**config.mk**
```make
export PLATFORM = sky130hd
export DESIGN_NAME = uri_request_target_checker_core
export DESIGN_NICKNAME = d
export VERILOG_FILES = /design/src/rtl/core/uri_rtc_pkg.sv /design/src/rtl/core/uri_request_target_checker_core.sv /design/src/rtl/core/uri_rtc_step.sv
export VERILOG_INCLUDE_DIRS = /design/src /design/src/rtl/core
export SDC_FILE = /design/constraint.sdc
export NUM_CORES = 1
export LEC_CHECK = 0
export BUFFER_PORTS_ARGS = -buffer_cell sky130_fd_sc_hd__buf_2
export CELL_PAD_IN_SITES_DETAIL_PLACEMENT = 1
export CELL_PAD_IN_SITES_GLOBAL_PLACEMENT = 2
export CORE_ASPECT_RATIO = 0.6
export CORE_UTILIZATION = 33
export DETAILED_ROUTE_END_ITERATION = 10
export PLACE_DENSITY = 0.85
export SYNTH_ARGS = -nofsm -noshare
export SYNTH_HDL_FRONTEND = slang
export SYNTH_SLANG_ARGS = --single-unit
```
**constraint.sdc**
```tcl
create_clock -name clock -period 5.7 [get_ports clock]
set_input_delay 0.285 -clock clock [delete_from_list [all_inputs] [get_ports clock]]
set_output_delay 0.285 -clock clock [all_outputs]
set_load 0.02 [all_outputs]
```
**src/rtl/core/uri_request_target_checker_core_assert.svh**
```systemverilog
// Assertion macros used by the request-target checker core.
`ifndef URI_REQUEST_TARGET_CHECKER_CORE_ASSERT_SVH
`define URI_REQUEST_TARGET_CHECKER_CORE_ASSERT_SVH

// Same-cycle implication, disabled during reset.
`define URTC_ASSERT_IMP(lbl, clk, rst, ante, cons) \
   lbl: assert property (@(posedge clk) disable iff (rst) (ante) |-> (cons)) \
      else $error("uri_rtc assertion failed");

// Next-cycle implication, disabled during reset.
`define URTC_ASSERT_NXT(lbl, clk, rst, ante, cons) \
   lbl: assert property (@(posedge clk) disable iff (rst) (ante) |=> (cons)) \
      else $error("uri_rtc assertion failed");

`endif

```
**src/rtl/core/uri_rtc_pkg.sv**
```systemverilog
// Shared types, codes and helpers for the request-target checker.
`default_nettype none

package uri_rtc_pkg;

   localparam int unsigned BYTE_W = 8;
   localparam int unsigned PART_W = 4;
   localparam int unsigned RSP_DATA_W = 16;

   localparam logic [BYTE_W-1:0] CHAR_SPACE = 8'h20;

   typedef enum logic [PART_W-1:0] {
      PART_START    = 4'd0,
      PART_SCHEME   = 4'd1,
      PART_COLON    = 4'd2,
      PART_SLASH    = 4'd3,
      PART_AUTH     = 4'd4,
      PART_AFTER_AT = 4'd5,
      PART_PATH     = 4'd6,
      PART_QUERY    = 4'd7,
      PART_FRAG     = 4'd8,
      PART_ERROR    = 4'd9
   } part_type;

   typedef struct packed {
      part_type part;
      logic     terminator;
      logic     bad_char;
   } step_result_type;

   // Codes above the error code map to error.
   function automatic part_type clamp_part(input logic [PART_W-1:0] v);
      part_type p;
      if (v > PART_ERROR) begin
         p = PART_ERROR;
      end else begin
         p = part_type'(v);
      end
      return p;
   endfunction

endpackage

`default_nettype wire

```
**src/rtl/core/uri_request_target_checker_core.sv**
```systemverilog
// Top level of the byte-serial HTTP request-target checker.
// Takes one request-target byte per beat and returns one result beat per byte: the byte,
// the URI part after it, a terminator flag on tlast (space ending the target) and a
// bad-character flag on tuser. Throughput is one byte per clock while rsp_tready does not
// stall the output; each byte passes the input register, then the result register.
// A byte can be taken while a result waits on rsp_tready, since the input register
// holds it. csr_data loads the start part and also resets the current part to it;
// write it only when no beat is in flight. Codes above 9 behave as the error part.
`default_nettype none

`include "uri_request_target_checker_core_assert.svh"

module uri_request_target_checker_core (
   input  logic        clock,
   input  logic        reset,
   // req_tdata: [7:0] in_byte
   input  logic        req_tvalid,
   output logic        req_tready,
   input  logic [7:0]  req_tdata,
   // rsp_tdata: [7:0] byte_out, [11:8] part, [15:12] zero
   output logic        rsp_tvalid,
   input  logic        rsp_tready,
   output logic [15:0] rsp_tdata,
   output logic        rsp_tlast,  // terminator
   output logic        rsp_tuser,  // bad_char
   input  logic        csr_valid,
   output logic        csr_ready,
   input  logic [3:0]  csr_data
);
   import uri_rtc_pkg::*;

   logic            in_valid_ff, in_valid_in;
   logic [7:0]      in_byte_ff;
   logic            out_valid_ff, out_valid_in;
   logic [7:0]      out_byte_ff;
   step_result_type out_res_ff;
   part_type        parse_state_ff, parse_state_in;
   logic [3:0]      start_state_ff, start_state_in;
   step_result_type step_res;
   logic            out_load;
   logic            in_load;

   uri_rtc_step u_step (
      .cur_part    (parse_state_ff),
      .start_state (start_state_ff),
      .in_byte     (in_byte_ff),
      .result      (step_res)
   );

   assign csr_ready  = 1'b1;
   assign out_load   = in_valid_ff && (!out_valid_ff || rsp_tready);
   assign req_tready = !in_valid_ff || out_load;
   assign in_load    = req_tvalid && req_tready;

   always_comb begin
      in_valid_in    = in_load ? 1'b1 : (out_load ? 1'b0 : in_valid_ff);
      out_valid_in   = out_load ? 1'b1 : (rsp_tready ? 1'b0 : out_valid_ff);
      start_state_in = start_state_ff;
      parse_state_in = parse_state_ff;
      if (out_load) parse_state_in = step_res.part;
      if (csr_valid) begin
         start_state_in = csr_data;
         parse_state_in = clamp_part(csr_data);
      end
   end

   always_ff @(posedge clock) begin
      if (reset) begin
         in_valid_ff    <= 1'b0;
         out_valid_ff   <= 1'b0;
         start_state_ff <= 4'd0;
         parse_state_ff <= PART_START;
      end else begin
         in_valid_ff    <= in_valid_in;
         out_valid_ff   <= out_valid_in;
         start_state_ff <= start_state_in;
         parse_state_ff <= parse_state_in;
      end
   end

   always_ff @(posedge clock) begin
      if (in_load) in_byte_ff <= req_tdata;
      if (out_load) begin
         out_byte_ff <= in_byte_ff;
         out_res_ff  <= step_res;
      end
   end

   assign rsp_tvalid = out_valid_ff;
   assign rsp_tdata  = {4'd0, out_res_ff.part, out_byte_ff};
   assign rsp_tlast  = out_res_ff.terminator;
   assign rsp_tuser  = out_res_ff.bad_char;

   `URTC_ASSERT_IMP(a_state_in_range, clock, reset, 1'b1, parse_state_ff <= PART_ERROR)
   `URTC_ASSERT_IMP(a_term_not_bad, clock, reset, rsp_tvalid && rsp_tlast, !rsp_tuser)
   `URTC_ASSERT_IMP(a_bad_is_error, clock, reset, rsp_tvalid && rsp_tuser,
                    rsp_tdata[11:8] == PART_ERROR)
   `URTC_ASSERT_NXT(a_space_restarts, clock, reset, out_load && in_byte_ff == CHAR_SPACE,
                    parse_state_ff == clamp_part(start_state_ff))
   `URTC_ASSERT_NXT(a_error_sticks, clock, reset,
                    out_load && !csr_valid && parse_state_ff == PART_ERROR &&
                    in_byte_ff != CHAR_SPACE, parse_state_ff == PART_ERROR)

endmodule

`default_nettype wire

```
**src/rtl/core/uri_rtc_step.sv**
```systemverilog
// Per-byte character classification and part transition.
`default_nettype none

module uri_rtc_step (
   input  uri_rtc_pkg::part_type        cur_part,
   input  logic [3:0]                   start_state,
   input  logic [7:0]                   in_byte,
   output uri_rtc_pkg::step_result_type result
);
   import uri_rtc_pkg::*;

   localparam logic [7:0] CHAR_AT      = 8'h40;
   localparam logic [7:0] CHAR_PERCENT = 8'h25;
   localparam logic [7:0] CHAR_QUEST   = 8'h3F;
   localparam logic [7:0] CHAR_HASH    = 8'h23;
   localparam logic [7:0] CHAR_STAR    = 8'h2A;
   localparam logic [7:0] CHAR_COLON   = 8'h3A;
   localparam logic [7:0] CHAR_SLASH   = 8'h2F;
   localparam logic [7:0] CHAR_PLUS    = 8'h2B;
   localparam logic [7:0] CHAR_MINUS   = 8'h2D;
   localparam logic [7:0] CHAR_DOT     = 8'h2E;

   function automatic logic is_alpha(input logic [7:0] c);
      return (c inside {[8'h41:8'h5A], [8'h61:8'h7A]});
   endfunction

   function automatic logic is_digit(input logic [7:0] c);
      return (c inside {[8'h30:8'h39]});
   endfunction

   function automatic logic is_unreserved(input logic [7:0] c);
      return is_alpha(c) || is_digit(c) || (c inside {8'h2D, 8'h2E, 8'h5F, 8'h7E});
   endfunction

   function automatic logic is_sub_delim(input logic [7:0] c);
      // ! $ & ' ( ) * + , ; =
      return (c inside {8'h21, 8'h24, [8'h26:8'h2C], 8'h3B, 8'h3D});
   endfunction

   function automatic logic is_auth_char(input logic [7:0] c);
      return is_unreserved(c) || is_sub_delim(c) || c == CHAR_PERCENT || c == CHAR_COLON;
   endfunction

   function automatic logic is_path_char(input logic [7:0] c);
      return is_auth_char(c) || c == CHAR_AT || c == CHAR_SLASH;
   endfunction

   part_type nxt;

   always_comb begin
      nxt = PART_ERROR;
      case (cur_part)
         PART_START: begin
            if (in_byte == CHAR_SLASH || in_byte == CHAR_STAR) nxt = PART_PATH;
            else if (is_alpha(in_byte)) nxt = PART_SCHEME;
         end
         PART_SCHEME: begin
            if (is_alpha(in_byte) || is_digit(in_byte) || in_byte == CHAR_PLUS ||
                in_byte == CHAR_MINUS || in_byte == CHAR_DOT) nxt = PART_SCHEME;
            else if (in_byte == CHAR_COLON) nxt = PART_COLON;
         end
         PART_COLON: begin
            if (in_byte == CHAR_SLASH) nxt = PART_SLASH;
         end
         PART_SLASH: begin
            if (in_byte == CHAR_SLASH) nxt = PART_AUTH;
         end
         PART_AUTH, PART_AFTER_AT: begin
            if (is_auth_char(in_byte)) nxt = cur_part;
            // only one '@' per authority
            else if (in_byte == CHAR_AT)
               nxt = (cur_part == PART_AUTH) ? PART_AFTER_AT : PART_ERROR;
            else if (in_byte == CHAR_SLASH) nxt = PART_PATH;
            else if (in_byte == CHAR_QUEST) nxt = PART_QUERY;
            else if (in_byte == CHAR_HASH) nxt = PART_FRAG;
         end
         PART_PATH: begin
            if (is_path_char(in_byte)) nxt = PART_PATH;
            else if (in_byte == CHAR_QUEST) nxt = PART_QUERY;
            else if (in_byte == CHAR_HASH) nxt = PART_FRAG;
         end
         PART_QUERY: begin
            if (is_path_char(in_byte) || in_byte == CHAR_QUEST) nxt = PART_QUERY;
            else if (in_byte == CHAR_HASH) nxt = PART_FRAG;
         end
         PART_FRAG: begin
            if (is_path_char(in_byte) || in_byte == CHAR_QUEST) nxt = PART_FRAG;
         end
         default: nxt = PART_ERROR;
      endcase
   end

   always_comb begin
      result.terminator = 1'b0;
      result.bad_char   = 1'b0;
      if (in_byte == CHAR_SPACE) begin
         result.terminator = 1'b1;
         result.part       = clamp_part(start_state);
      end else if (cur_part == PART_ERROR) begin
         result.part = PART_ERROR;
      end else begin
         result.part     = nxt;
         result.bad_char = (nxt == PART_ERROR);
      end
   end

endmodule

`default_nettype wire
```
* Yosys cells after proc, flatten, opt, wreduce, memory -nomap -nowiden
Cells that the tools add are included.
** Cells by class
- Reductions and logical operators :: 31
- Equal/unequal tests :: 27
- Muxes and demuxes :: 27
- $lt $le $gt $ge :: 10
** Operators with widths (number)
- == test 8 x 6 -> 1 bit, second input constant :: 14
- two-way mux 4 bit :: 19
- case mux 4 bit (8 select lines) :: 1
- == test 8 x 7 -> 1 bit, second input constant :: 3
- == test 4 x 3 -> 1 bit, second input constant :: 4
- greater-or-equal comparator 8 x 6 -> 1 bit, second input constant :: 2
- greater-or-equal comparator 8 x 7 -> 1 bit, second input constant :: 2
- less-or-equal comparator 8 x 6 -> 1 bit, second input constant :: 2
- less-or-equal comparator 8 x 7 -> 1 bit, second input constant :: 2
- logical OR 1 bit :: 14
- == test 4 bit, second input constant :: 3
- == test 4 x 2 -> 1 bit, second input constant :: 2
- greater-than comparator 4 bit, second input constant :: 2
- nonzero test 2 bit :: 4
- two-way mux 1 bit :: 7
- logical AND 1 bit :: 6
- nonzero test 5 bit :: 1
- == test 4 x 1 -> 1 bit, second input constant :: 1
- zero test 4 bit :: 1
- nonzero test 4 bit :: 1
- OR reduction 2 bit :: 2
- zero test 1 bit :: 2
** Word-level totals
- Input port bits :: 17
- Bits in registers :: 32

* Depth between registers and ports, before layout
Gate-level depths: netlist (run 1).
- Word-level depth :: 17
- Gate-level depth with buffers :: 8
- Gate-level depth less buffers :: 7

* Hierarchy
From an unflattened synthesis (run 1), not the netlist that was laid out.
** Second synthesis, totals
- Cell total of the unflattened synthesis :: 186
- Area total of the unflattened synthesis :: 1821.7 um2
** By module, submodules not included
- uri_request_target_checker_core :: cells each 75, seq. area each 860.8 um2, times used 1, area each 1149.9 um2
- uri_rtc_step :: cells each 111, seq. area each 0.0 um2, times used 1, area each 671.9 um2

* Least setup slack after synthesis (run 1)
OpenSTA, ideal clock, no wires.
- Kind :: register to register
- Start :: reg in_byte_ff[1]
- End :: reg out_res_ff (netlist bit rsp_tuser) (data pin)
- Setup slack :: 3.560 ns
- Arrival :: 1.879 ns
- Stages on the path, launching flop included :: 9
- Cells stage by stage :: edfxtp_1 -> clkbuf_2 -> and2_4 -> o21a_1 -> a211o_2 -> and2_1 -> a311o_1 -> a31oi_2 -> nor4_1
** On the way
- Cells in the longest elaborated chain, start to end :: 14
- Elaborated cells between the ends (all ways) :: 61
** RTL lines
- start, declared :: RTL line uri_request_target_checker_core.sv:33 : logic [7:0] in_byte_ff;
- start signal, assigned :: RTL line uri_request_target_checker_core.sv:82 : if (in_load) in_byte_ff <= req_tdata;
- greater-or-equal comparator 8 x 7 -> 1 bit or less-or-equal comparator 8 x 7 -> 1 bit (tied branches) :: RTL line uri_rtc_step.sv:24 : return (c inside {[8'h41:8'h5A], [8'h61:8'h7A]});
- logical AND 1 bit :: RTL line uri_rtc_step.sv:24
- nonzero test 2 bit :: RTL line uri_rtc_step.sv:24
- logical OR 1 bit :: RTL line uri_rtc_step.sv:32, uri_rtc_step.sv:58
- logical OR 1 bit :: RTL line uri_rtc_step.sv:32 : return is_alpha(c) || is_digit(c) || (c inside {8'h2D, 8'h2E, 8'h5F, 8'h7E});
- logical OR 1 bit (3 in series) :: RTL line uri_rtc_step.sv:41 : return is_unreserved(c) || is_sub_delim(c) || c == CHAR_PERCENT || c == CHAR_COLON;
- logical OR 1 bit (2 in series) :: RTL line uri_rtc_step.sv:45 : return is_auth_char(c) || c == CHAR_AT || c == CHAR_SLASH;
- logical OR 1 bit :: RTL line uri_rtc_step.sv:83, uri_rtc_step.sv:87
- two-way mux 1 bit or two-way mux 4 bit (tied branches) :: RTL line uri_rtc_step.sv:87, uri_rtc_step.sv:83
- case mux 4 bit (8 select lines) :: RTL line uri_rtc_step.sv:52 : case (cur_part)
- == test 4 bit :: RTL line uri_rtc_step.sv:103 : result.bad_char = (nxt == PART_ERROR);
- end signal, assigned :: RTL line uri_request_target_checker_core.sv:85 : out_res_ff <= step_res;
- end, declared :: RTL line uri_request_target_checker_core.sv:36 : step_result_type out_res_ff;
Several ways; a longest one is shown, not always the timed one.
A chain may end at the register's enable or synchronous reset.

* Final worst setup path (run 1)
- Start :: reg in_byte_ff[2]
- End :: reg out_res_ff (netlist bit rsp_tuser) (data pin)
The elaborated chain is that of the path after synthesis.

==> results of run 1 <==
## cell type report
cell class	count	area [um2]	share of cell area (%)
multi-input combinational	138	830	40.6
tap	66	82.6	4.04
clock buffer	6	82.6	4.04
sequential	32	861	42.1
inverter	5	18.8	0.918
timing repair buffer	32	160	7.83
clock inverter	2	10.0	0.490
## metal layers
layer | global-route usage, % | up-vias | part of all wire (%)
li1 | - | 730 | -
met4 | 3.15 | 0 | 0.64
met1 | 28.1 | 734 | 56
met5 | 0 | - | 0
met2 | 23.5 | 42 | 38
met3 | 5.31 | 2 | 5.4
## power groups by stage
| stage | Sequential [uW] | Clock, uW | Combinational (uW) |
|---|---|---|---|
| after detailed placement | 288 | 0 | 77.1 |
| final | 283 | 188 | 77.7 |
| after global routing | 286 | 205 | 84.8 |
| after global placement | 288 | 0 | 76.2 |
| after CTS | 283 | 192 | 77.5 |
| after floorplan | 283 | 0 | 59.4 |
## cells by family after synthesis
logic type	share of synthesized area, %
buffers and inverters	6.68
XOR/XNOR	0.974
AO/OA/AOI/OAI	16.1
multiplexers	2.23
other	0.417
flip-flops	47.8
AND/OR/NAND/NOR	25.7
## flip-flops by register name, summed over array words and instances, names as in the netlist
register and flops:
parse_state_ff 4, in_valid_ff 1, rsp_tdata 4, out_byte_ff 8, rsp_tuser 1, rsp_tlast 1
rsp_tvalid 1, start_state_ff 4, in_byte_ff 8
## stage by stage
step                      setup WS [ns]  instance area (um2)  total power (uW)  utilization (%)  hold slack, ns
after global routing               2.98                 2040               575             39.7           0.153
final                              3.13                 2040               549             39.7           0.166
after CTS                          3.16                 2040               552             39.7           0.157
after global placement             3.16                 1950               364             37.9           0.463
after floorplan                    3.56                 1810               342                -           0.384
after detailed placement           3.18                 1950               365             37.9           0.464
## cell usage in the layout (no fill, tap or decap), types with 5 or more instances in the layout
master / Yosys / routed
a21oi_1: 10 / 10
buf_2: 2 / 32
clkbuf_8: 0 / 6
conb_1: 2 / 5
dfxtp_1: 10 / 10
edfxtp_1: 22 / 22
inv_1: 5 / 5
nand2_1: 16 / 16
nand2b_1: 8 / 8
nor2_1: 26 / 26
nor3_1: 6 / 6
nor4_1: 5 / 5
o21ai_0: 9 / 9
## worst max-delay path, cell delays in order (launching register included)
cell      delay (ns)
edfxtp_1        0.57
or4_4           0.61
nor2_1          0.16
a211o_2         0.15
a31oi_1         0.12
o221ai_2        0.25
inv_1           0.10
nor4_1          0.38
## path summary, 6_finish.rpt
kind                       from             to  slack, ns
setup / recovery  in_byte_ff[2]      rsp_tuser       3.13
hold / removal     req_tdata[1]  in_byte_ff[1]       0.17
setup reg to reg  in_byte_ff[2]      rsp_tuser       3.13
hold reg to reg     in_valid_ff     rsp_tvalid       0.54
==> summary.md, run 1 <==
| Metric | Value |
|---|---|
| Pwr Density | `268 mW/mm2` |
| Gate power share | `approximately 14%` |
| Largest cells by area after synthesis | `edfxtp_1, dfxtp_1, nor2_1` |
| Async set-or-reset flop fraction in the synthesized netlist | `0%` |
| Post-cts resize count | `0` |
| Fin nets | `roughly 230` |
| Core Region | `approximately 0.0052 mm2` |
| GP Congestion | `0.857` |
| Leak Pwr | `0.000782 uW` |
| Clock transition at path regs | `0.07 ns` |
| Total gr overflow | `0` |
| Fin Clk Skew | `about 0.0030 ns` |
| # DRC | `0` |
| First-pass GRT wire length | `7750 um` |
| CTS Buffer Depth | `2` |
| Mapped Cells | `189` |
| Outcome | `complete, no violations` |
| Clock Sinks | `32` |
| Share of layout cells above drive strength 1 | `a little under a quarter` |
| Setup TNS | `0 ns` |
| Cell area after synthesis | `0.00180 mm2` |
| Routed length per instance | `16.6 um` |
| Max-slew violation total from the final report | `0` |
| Final wirelength | `roughly 4700 um` |
| Num CTS Buffers | `5` |
| Hold-fix buffers, CTS | `0` |
| Maximum VDD drop | `0.0818 mV` |
| Vias per Instance | `5.37` |
| Average cell area after synthesis | `9.52 um2` |
| Largest net degree at the start of global routing | `18` |
| CP Max Fanout | `13` |
| Initial antenna violation count | `0` |
| Slew headroom | `52.6%` |
| Clk Tree Root Cell | `clkbuf_8` |
| #FFs+latches synth | `32` |
| Fmax | `389 MHz` |
| FF-to-FF path depth | `7` |
| Vias in the first global route | `about 1500` |
| RSZ-0062 raised after global routing | `false` |
| YS warnings | `0` |
| Overall routing resource usage | `between 10% and 20%` |
| Hold crit path type | `input pin to register` |
| Cell variety after synth | `54` |
| Tightest Pin Transition | `0.711 ns` |
| Clk pwr share | `34.2%` |
| Startpoint Class | `register` |
| Post-synth top flop | `edfxtp_1` |
| WP data arrival | `between 2 and 3 ns` |
| P_sw | `around 160 uW` |
| Initial detailed-routing violation count | `120` |
| IO buf count | `32` |
| I/O pin total | `38` |
| Placed cells | `273` |
| Reg power frac | `51.6%` |
| Hold Path Stages | `1` |
| Final hold vios | `0` |
| Worst-Skew Late Latency | `0.29 ns` |
| Filler cell count in the final layout | `604` |
| Die Height | `59.2 um` |
| H-tree Lvls | `2` |
| Switching share of power | `between 20 and 30%` |
| Most common cell in the netlist | `nor2_1` |
| DRT antenna net count | `0` |
| Via count | `1508` |
| CTS tree | `yes` |
| Final-report setup violation count | `0` |
| Shortest period the worst path allows | `2.57 ns` |
| Crit end category | `register` |
| Commonest cells in the netlist | `nor2_1, edfxtp_1, nand2_1` |
| Initial Utilization | `between 30% and 40%` |
| DRT Pass-1 Iters | `4` |
| Die area | `0.00576 mm2` |
| Area growth, synth to finish | `13.6%` |
| Non-filler instance count after layout | `approximately 280` |
| Worst endpoint required time | `5.77 ns` |
| Yosys top cell area share | `36.7%` |
| HPWL after DPL | `about 3400 um` |
| # rows | `20` |
| Critical path class | `register to register` |
| Sequential element share of the synthesized area | `47.8%` |
| Part of the cycle the worst path needs | `45.1%` |
| Post-synth EDFFs | `22` |
| Post-CTS setup buffers | `0` |
| Die W | `97.3 um` |
| Cell taking the most area after synthesis | `edfxtp_1` |
| Internal power | `slightly below 400 uW` |
| Maxcap violations | `0` |
| Antenna Cells | `0` |
Power figures use the tool's default switching activity.
==> inputs of run 2 (changes only) <==
--- a/config.mk
+++ b/config.mk
@@ -6,13 +6,14 @@
 export SDC_FILE = /design/constraint.sdc
 export NUM_CORES = 1
 export LEC_CHECK = 0
+export ABC_AREA = 1
 export BUFFER_PORTS_ARGS = -buffer_cell sky130_fd_sc_hd__buf_2
 export CELL_PAD_IN_SITES_DETAIL_PLACEMENT = 1
 export CELL_PAD_IN_SITES_GLOBAL_PLACEMENT = 2
 export CORE_ASPECT_RATIO = 0.6
-export CORE_UTILIZATION = 33
+export CORE_UTILIZATION = 27
 export DETAILED_ROUTE_END_ITERATION = 10
-export PLACE_DENSITY = 0.85
+export PLACE_DENSITY = 0.81
 export SYNTH_ARGS = -nofsm -noshare
 export SYNTH_HDL_FRONTEND = slang
 export SYNTH_SLANG_ARGS = --single-unit
==> constraint.sdc (replaced) <==
create_clock -name clock -period 2.1 [get_ports clock]
set_input_delay 0.105 -clock clock [delete_from_list [all_inputs] [get_ports clock]]
set_output_delay 0.105 -clock clock [all_outputs]
set_load 0.02 [all_outputs]
==> run 2 against run 1 <==
Compared with the run above: the flow now finishes with violations (setup timing); routed wire length up 38%; maximum frequency up 22%; global-route usage up 0.32 points; critical path type unchanged.
==> summary.md, run 2 <==
| Metric | Value |
|---|---|
| Outcome | `finished with violations (was complete, no violations)` |
| Violated checks | `setup timing` |
| Vias per Instance | `4.75 (was 5.37)` |
| Most common cell in the netlist | `nand2_1 (was nor2_1)` |
| Worst r2r src | `in_byte_ff[1] (was in_byte_ff[2])` |
| Worst-Skew Late Latency | `0.28 ns (was 0.29 ns)` |
| Commonest non-fill, non-tap cell in the layout | `nand2_1 (was buf_2)` |
| Final wirelength | `6440 um (was 4670 um)` |
| Vias in the first global route | `1710 (was 1473)` |
| Hold crit path type | `input pin to register (unchanged)` |
| Die Height | `66.5 um (was 59.2 um)` |
| Pwr Density | `713 mW/mm2 (was 268 mW/mm2)` |
| Core Region | `0.00668 mm2 (was 0.00515 mm2)` |
| # rows | `23 (was 20)` |
| Overall routing resource usage | `18.1% (was 17.8%)` |
| Largest net degree at the start of global routing | `15 (was 18)` |
| Met1 Usage GRT | `28.8% (was 28.1%)` |
| Total gr overflow | `0 (unchanged)` |
| Part of the cycle the worst path needs | `100% (was 45.1%)` |
| Num CTS Buffers | `5 (unchanged)` |
| Average cell area after synthesis | `7.22 um2 (was 9.52 um2)` |
| Clk Tree Root Cell | `clkbuf_16 (was clkbuf_8)` |
| Maximum VDD drop | `0.312 mV (was 0.0818 mV)` |
| Maxcap violations | `0 (unchanged)` |
| Hold Path Stages | `3 (was 1)` |
| GR Layer Usage met3 | `4.60% (was 5.31%)` |
| Die W | `109 um (was 97.3 um)` |
| Post-synth EDFFs | `22 (unchanged)` |
| DRT Pass-1 Iters | `4 (unchanged)` |
| R2r setup slk | `-0.001 ns (was 3.13 ns)` |
| GP Congestion | `0.852 (was 0.857)` |
| Global route hottest layer | `met1 (unchanged)` |
| Via count | `1935 (was 1508)` |
| YS warnings | `0 (unchanged)` |
| Fin nets | `336 (was 231)` |
| H-tree Lvls | `2 (unchanged)` |
| Cell area after synthesis | `0.00187 mm2 (was 0.00180 mm2)` |
| Shortest period the worst path allows | `2.10 ns (was 2.57 ns)` |
| CTS tree | `yes (unchanged)` |
| Yosys top cell area share | `35.3% (was 36.7%)` |
| Async set-or-reset flop fraction in the synthesized netlist | `0% (unchanged)` |
| FF-to-FF End | `rsp_tuser (unchanged)` |
| RSZ-0062 raised after global routing | `true (was false)` |
| First-pass GRT wire length | `9430 um (was 7750 um)` |
| Routed length per instance | `15.8 um (was 16.6 um)` |
| Fmax | `476 MHz (was 389 MHz)` |
| Post-synth top flop | `edfxtp_1 (unchanged)` |
| Area growth, synth to finish | `37.1% (was 13.6%)` |
| Sequential element share of the synthesized area | `46.0% (was 47.8%)` |
| Hold worst-path end | `in_valid_ff (was in_byte_ff[1])` |
| # DRC | `0 (unchanged)` |
| CTS Buffer Depth | `2 (unchanged)` |
| HPWL after DPL | `4470 um (was 3430 um)` |
| CP Launch Point | `in_byte_ff[1] (was in_byte_ff[2])` |
| Crit end category | `register (unchanged)` |
| Non-filler instance count after layout | `407 (was 281)` |
| Largest registers | `in_byte_ff (8), out_byte_ff (8) (unchanged)` |
| Leak Pwr | `0.00118 uW (was 0.000782 uW)` |
| I/O pin total | `38 (unchanged)` |
| Critical path class | `register to register (unchanged)` |
| Total Power | `1830 uW (was 549 uW)` |
| #FFs+latches synth | `32 (unchanged)` |
| Initial Utilization | `28.0% (was 34.9%)` |
| Final-report setup violation count | `1 (was 0)` |
| Final hold vios | `0 (unchanged)` |
| Cell variety after synth | `23 (was 54)` |
| Largest cells by area after synthesis | `edfxtp_1, nand2_1, dfxtp_1 (was edfxtp_1, dfxtp_1, nor2_1)` |
| Met2 usage | `22.6% (was 23.5%)` |
| Fin Clk Skew | `0.00739 ns (was 0.00296 ns)` |
| Worst endpoint required time | `2.24 ns (was 5.77 ns)` |
| Max-slew violation total from the final report | `0 (unchanged)` |
| CP Max Fanout | `6 (was 13)` |
| Antenna Cells | `0 (unchanged)` |
| DRT antenna net count | `0 (unchanged)` |
| WP data arrival | `2.24 ns (was 2.64 ns)` |
| Die area | `0.00728 mm2 (was 0.00576 mm2)` |
| Placed cells | `378 (was 273)` |
| Clock Sinks | `32 (unchanged)` |
| Mapped Cells | `259 (was 189)` |
| Initial detailed-routing violation count | `127 (was 120)` |
| Final worst slack | `-0.000965 ns (was 3.13 ns)` |
| HP Start | `req_tvalid (was req_tdata[1])` |
| Filler cell count in the final layout | `836 (was 604)` |
| Startpoint Class | `register (unchanged)` |
| IO buf count | `32 (unchanged)` |
| FF-to-FF path depth | `13 (was 7)` |
| Cell taking the most area after synthesis | `edfxtp_1 (unchanged)` |
| Commonest cells in the netlist | `nand2_1, nor2_1, inv_1 (was nor2_1, edfxtp_1, nand2_1)` |
| Most frequent cells in the layout | `nand2_1, nor2_1, inv_1 (was buf_2, nor2_1, edfxtp_1)` |
| Share of layout cells above drive strength 1 | `28.1% (was 22.8%)` |
| Clock transition at path regs | `0.06 ns (was 0.07 ns)` |
| Initial antenna violation count | `0 (unchanged)` |
[run 2: changes by cell type after synthesis, sizes merged, moves of 4 or more]
| cell | change |
|---|---|
| a21oi | +6 |
| clkbuf | -6 |
| inv | +36 |
| mux2i | -4 |
| nand2 | +50 |
| nand2b | -8 |
| nand3 | +24 |
| nor2 | +18 |
| nor2b | -4 |
| nor4 | -6 |
[run 2: how the worst max path moves through the flow]
stage,endpoint,slack (ns),cells past startpoint
2_1_floorplan,rsp_tdata[8],0.37,12
3_3_place_gp,rsp_tdata[8],0.04,12
3_5_place_dp,rsp_tdata[8],0.03,12
4_1_cts,rsp_tdata[8],0.03,13
5_1_grt,rsp_tdata[8],-0.18,14
6_report,rsp_tuser,-0.001,13
[run 2: critical path, cell delays in order, from the launching register on]
cell,delay [ns]
edfxtp_1,0.51
buf_4,0.20
nor2_4,0.12
nand3_1,0.14
nand2_1,0.11
nor2_2,0.06
nor2_4,0.18
buf_4,0.14
nand4_1,0.11
nand2_1,0.10
inv_2,0.05
nand2_2,0.07
nand3_1,0.08
nor2_1,0.10
[run 2: metal layers]
metal	part of all wire, %	routed length, um	vias to the layer above
met1	51	3260	912
met2	41	2670	68
met4	0.98	63	0
li1	-	-	948
met5	0	0	-
met3	6.9	445	7
[run 2: through the flow]
step	hold slack (ns)	TNS [ns]	setup WS [ns]	area, um2	utilization [%]
6_report	0.100	-0.000965	-0.000965	2560	38.4
5_1_grt	0.122	-0.770	-0.179	2560	38.4
4_1_cts	0.0981	0	0.0301	2370	35.5
3_5_place_dp	0.284	0	0.0345	2140	32.0
3_3_place_gp	0.282	0	0.0431	2140	32.0
2_1_floorplan	0.204	0	0.369	1880	-
[run 2: power by group]
part           leakage (uW)  internal [uW]  switching [uW]  total, uW
Combinational      0.000816            116             218        334
Clock             0.0000716            468             278        746
Sequential         0.000290            720            26.7        746
[run 2: cells by family after synthesis]
group | synth area share, %
compound gates | 8.76
buf+inv | 10.9
flops | 46.0
other cells | 0.401
simple gates | 33.9
[run 2: area by class of cell]
type	instances	area, um2	share of cell area (%)
Inverter	41	154	6.00
Multi-Input combinational cell	181	918	35.8
Sequential cell	32	861	33.6
Timing Repair Buffer	58	375	14.6
Tap cell	87	109	4.25
Clock inverter	1	3.75	0.146
Clock buffer	7	143	5.56
[run 2: what timing repair did]
action,CTS,global route
pin swaps,0,5
endpoints found under the hold margin,8,0
setup endpoints to repair,1,9
setup buffers,0,13
hold buffers,8,0
gates resized for setup,1,27
